File: config.mk
export PLATFORM = sky130hd
export DESIGN_NAME = icdf_rng
export DESIGN_NICKNAME = d
export VERILOG_FILES = /design/src/sv/icdf_pkg.sv /design/src/sv/icdf_rng.sv
export SDC_FILE = /design/constraint.sdc
export NUM_CORES = 1
export LEC_CHECK = 0
export BUFFER_PORTS_ARGS = -buffer_cell sky130_fd_sc_hd__buf_2
export CAP_MARGIN = 20
export CORE_MARGIN = 3
export CORE_UTILIZATION = 50
export CTS_CLUSTER_SIZE = 16
export DETAILED_ROUTE_END_ITERATION = 8
export GPL_TIMING_DRIVEN = 0
export PLACE_DENSITY_LB_ADDON = 0.12
export SLEW_MARGIN = 20
export SYNTH_ARGS = -nofsm -noshare
export SYNTH_HDL_FRONTEND = slang
export SYNTH_SLANG_ARGS = --single-unit
File: constraint.sdc
create_clock -name i_clk -period 9.4 [get_ports i_clk]
set_input_delay 1.88 -clock i_clk [delete_from_list [all_inputs] [get_ports i_clk]]
set_output_delay 1.88 -clock i_clk [all_outputs]
set_load 0.03 [all_outputs]
File: src/sv/icdf_pkg.sv
// shared types and constants of the inverse cdf table sampler
package icdf_pkg;

    // default table depth and field widths
    localparam int TABLE_DEPTH = 32768;
    localparam int IDX_W       = 15;
    localparam int VAL_W       = 64;
    localparam int U_W         = 63;
    localparam int APB_AW      = 3;
    localparam int APB_DW      = 32;

    // xorshift128+ seeds and shift amounts
    localparam logic [VAL_W-1:0] SEED_A = 64'h7073_6575_646F_7261;
    localparam logic [VAL_W-1:0] SEED_B = 64'h6E64_6F6D_7365_6564;
    localparam int SHL_A = 23;
    localparam int SHR_T = 18;
    localparam int SHR_B = 5;

    // request commands
    typedef enum logic {
        CMD_LOAD = 1'b0,
        CMD_DRAW = 1'b1
    } t_cmd;

    // register index, taken from paddr bit 2
    localparam logic REG_TOP_VALUE = 1'b0;

    // control tag that travels with a table access
    typedef struct packed {
        logic vld;
        logic wr;
    } t_tag;

endpackage

File: src/sv/icdf_rng.sv
// xorshift128+ generator with two state words
module icdf_rng (
    input  logic                       i_clk,
    input  logic                       i_rst_n,
    input  logic                       i_step,
    output logic [icdf_pkg::VAL_W-1:0] o_sum
);

    logic [icdf_pkg::VAL_W-1:0] r_a;
    logic [icdf_pkg::VAL_W-1:0] r_b;
    logic [icdf_pkg::VAL_W-1:0] w_t;
    logic [icdf_pkg::VAL_W-1:0] w_b_nx;

    // output is the sum of the words before the update
    assign o_sum = r_a + r_b;

    // next state of the second word
    assign w_t    = r_a ^ (r_a << icdf_pkg::SHL_A);
    assign w_b_nx = w_t ^ r_b ^ (w_t >> icdf_pkg::SHR_T) ^ (r_b >> icdf_pkg::SHR_B);

    // state update
    always_ff @(posedge i_clk) begin
        if (!i_rst_n) begin
            r_a <= icdf_pkg::SEED_A;
            r_b <= icdf_pkg::SEED_B;
        end else if (i_step) begin
            r_a <= r_b;
            r_b <= w_b_nx;
        end
    end

`ifndef SYNTHESIS
    // first word takes the old second word on each step
    a_shift: assert property (@(posedge i_clk) disable iff (!i_rst_n)
        (i_rst_n && i_step) |=> (r_a == $past(r_b)))
        else $error("rng word a did not take word b");
`endif

endmodule

Word-level counts from Yosys, hierarchy flattened
Index checks and enable logic that the tools add are counted.
Cells by class
  add/subtract/negate cells: 1
  bitwise logic cells: 4
Operator list (number)
  XOR 64 bit: 2
  adder 64 bit: 1
  XOR 64 x 46 -> 64 bit: 1
  XOR 64 x 59 -> 64 bit: 1
Storage, ports and cells
  bits in registers: 128
  output and inout bits: 64
  logic and storage cells: 7

Longest topological paths before layout
  word-level depth: 4
  gate-level depth with buffers: 11
  mapped depth without buffers: 11

Least setup slack after synthesis
Ideal clock, no wire load.
  kind: reg-to-output
  from: register r_a[0] in the netlist's numbering
  to: output o_sum[50] in the netlist's numbering
  arrival time: 2.974 ns
  path slack: 4.546 ns
  stages on the path, launching flop included: 12
  buffers on the path: 0
  cell sequence: dfxtp_1 > ha_1 > fa_1 > a21o_1 > a221oi_1 > a2bb2oi_1 > a31oi_1 > a21oi_1 > o211ai_1 > a21oi_1 > o31ai_1 > xnor2_1
On the way
  word-level cells in the longest chain between the ends: 1
RTL lines
  start, declared: line icdf_rng.sv:9  | logic [icdf_pkg::VAL_W-1:0] r_a;
  start signal, assigned: line icdf_rng.sv:24  | r_a <= icdf_pkg::SEED_A;
  start signal, assigned: line icdf_rng.sv:27  | r_a <= r_b;
  adder 64 bit: line icdf_rng.sv:15  | assign o_sum = r_a + r_b;
  end, declared: line icdf_rng.sv:6  | output logic [icdf_pkg::VAL_W-1:0] o_sum
No other way between the ends.

Final worst setup path
  from: register r_a[0] in the netlist's numbering
  to: output o_sum[62] in the netlist's numbering
The elaborated chain is that of the path after synthesis.

==> impl_metrics.ini <==
[clocking]
numCtsBuffers = 17
cts_max_level = 4
cts_tree = yes
clock-sinks = 128
root_buffer = clkbuf_16
clk_pin_slew_ns = 0.06
hold_buffers = 0
max-clock-path-buffers = 2
clk_latency_ns = 0.42
cts_resized = 0
cts_setup_buffers = 0

[global_routing]
grt_max_degree = 17
antenna_found_initial = 0
grt_pass1_wl_mm = 46.5
grt_use_total_pct = 27.7
grt_overflow_total = 0
first_global_vias = 8107

[sta]
maxSlewHeadroom_pct = 34.8
finalCritPeriodShare_pct = 65.6
fmax_ghz = 0.162
final_hold_viol_count = 0
rsz0062_at_grt = false
finalSetupViolCount = 0
tightest_slew_ns = 0.979
finalMaxSlewViolations = 0
tns_ns = 0
fin_worst_skew_ns = 0.00811
min_period_ns = 6.16

[logic_synthesis]
ys_top_cells_by_count = xnor2_1 (160), nand2_1 (129), dfxtp_1 (128), a21oi_1 (98), mux2i_1 (68)
synth_area_leaders = dfxtp_1 (26%), xnor2_1 (14%), ha_1 (8.1%), mux2i_1 (7.0%), xor2_1 (5.9%)
synth.distinct_cells = 64
synth-seq-cells = 128
ys_seq_area_share_pct = 26.3
ys_warn_count = 0
synth-async-reset-ratio_pct = 0
synth_area_um2 = 9750
synth_top_cell_area_share_pct = 26.3
postSynthAreaPerCell_um2 = 8.40
synth.largest_area_cell = dfxtp_1
syn-num-nets = 1228
synth_ff_type = dfxtp_1
yosysMostFrequentCell = xnor2_1
synth_cells = 1161
synth-edff-count = 0

[flow_run]
max_cap_violations = 0

[final_layout]
drive_gt1_share_pct = 10.9
fin_nets = 1311
area_growth_pct = 12.3
diodes = 0

[critical_path]
critPathArrivalTime_ns = 4.28
end_kind = output pin
critical_path_required_ns = 7.52
crit_path_max_fanout = 3
r2r_setup_slack_ns = 7.56
reg2reg_from = r_a[26]
startpoint = r_a[0]
crit_path_start_kind = flop
path_class = flop to output pin

[floorplan]
die_area_um2 = 21200
die_w_um = 146
start_util_pct = 51.5
io_pins = 67
die_h_um = 146
fp-row-count = 50
core_um2 = 19000

[drt]
routed_via_density = 5.66
drc = 0
drtIter0Drc = 722
route.vias.total = 8583
drt-pass1-iter-count = 5
drt-total-wl_mm = 29.9
postRouteAntennaNets = 0
wire_per_inst_um = 19.7

[run_status]
status = finished clean

[pwr]
ir_drop_uv = 199
total_power_w = 0.00424
powerDensity_nw_per_um2 = 387
p_leak_nw = 4.74

[placement]
hpwl_mm = 23.6
port_buffers = 64
gp_congestion = 0.973

[min_path]
hold_start = r_b[0]
hp-class = flop to flop
[placed cells by master, fill, tap and decap left out, drive strengths merged, types with 3 or more instances in the layout]
cell type,instances
xnor2,160
nand2,129
dfxtp,128
a21oi,101
buf,91
o21ai,72
mux2i,68
xor2,66
ha,63
clkbuf,59
nor2b,41
a21o,38
and3,34
inv,23
nor2,23
nand4,21
and2,18
o21bai,17
nand3,14
o21a,10
nor3,8
o211a,8
clkinv,8
a31oi,6
a221oi,6
nand2b,4
a211oi,4
a21boi,4
and4,3
o211ai,3
o31ai,3
[critical path, stage by stage, from the launching register on]
cell	delay, ns
dfxtp_1	0.34
ha_1	0.24
fa_1	0.42
a21o_1	0.23
a221oi_1	0.51
a2bb2oi_1	0.24
a31oi_1	0.16
a21oi_1	0.50
o211ai_1	0.32
a21oi_2	0.43
o21ai_1	0.12
xor2_1	0.14
buf_2	0.21
[flip-flops by register name, indices dropped and copies added (netlist names)]
name and flops:
r_a 64, r_b 64
[power breakdown]
group	switching, W	internal (W)
clock	0.000248	0.000386
combinational	0.00167	0.00103
sequential	0.000220	0.000676
total	0.00214	0.00210
[path summary, 6_finish.rpt]
kind | cells after the start | end
min | 2 | r_a[0]
min reg2reg | 2 | r_a[0]
max | 12 | o_sum[62]
max reg2reg | 6 | r_b[31]
[area by class of cell]
cell class	instances	area [um^2]
Fill cell	1799	8000
Multi-Input combinational cell	944	6820
Sequential cell	128	2560
Clock buffer	20	437
Tap cell	260	325
Timing Repair Buffer	64	320
Buffer	66	285
Clock inverter	12	119
Inverter	23	86.3
[metal layers]
layer | global-route usage [%] | vias to the layer above | part of all wire (%)
met5 | 0 | - | 0
met4 | 9.97 | 0 | 3.3
met3 | 5.17 | 58 | 6.1
met2 | 42.3 | 285 | 44
met1 | 39.2 | 4028 | 47
li1 | - | 4212 | -
[logic make-up (layout without fill, tap and decap cells)]
group | count (synthesis) | count (layout) | synth area share (%)
mux | 68 | 68 | 6.98
buf+inv | 89 | 185 | 3.81
simple gates | 300 | 300 | 15.2
xor+xnor | 226 | 226 | 20.3
compound gates | 286 | 286 | 19.2
flops | 128 | 128 | 26.3
fa+ha+maj | 64 | 64 | 8.29
[stage by stage]
step	util (%)	hold WS [ns]	cell area (um^2)	cells	setup WS [ns]
global placement	54.9	0.496	10400	1485	3.70
floorplan	-	0.470	9750	1161	4.55
detailed placement	54.9	0.522	10400	1485	3.70
finish	57.8	0.522	11000	1517	3.24
CTS	57.8	0.533	11000	1517	3.23
global route	57.8	0.568	11000	1517	2.97
Power figures use the tool's default switching activity.
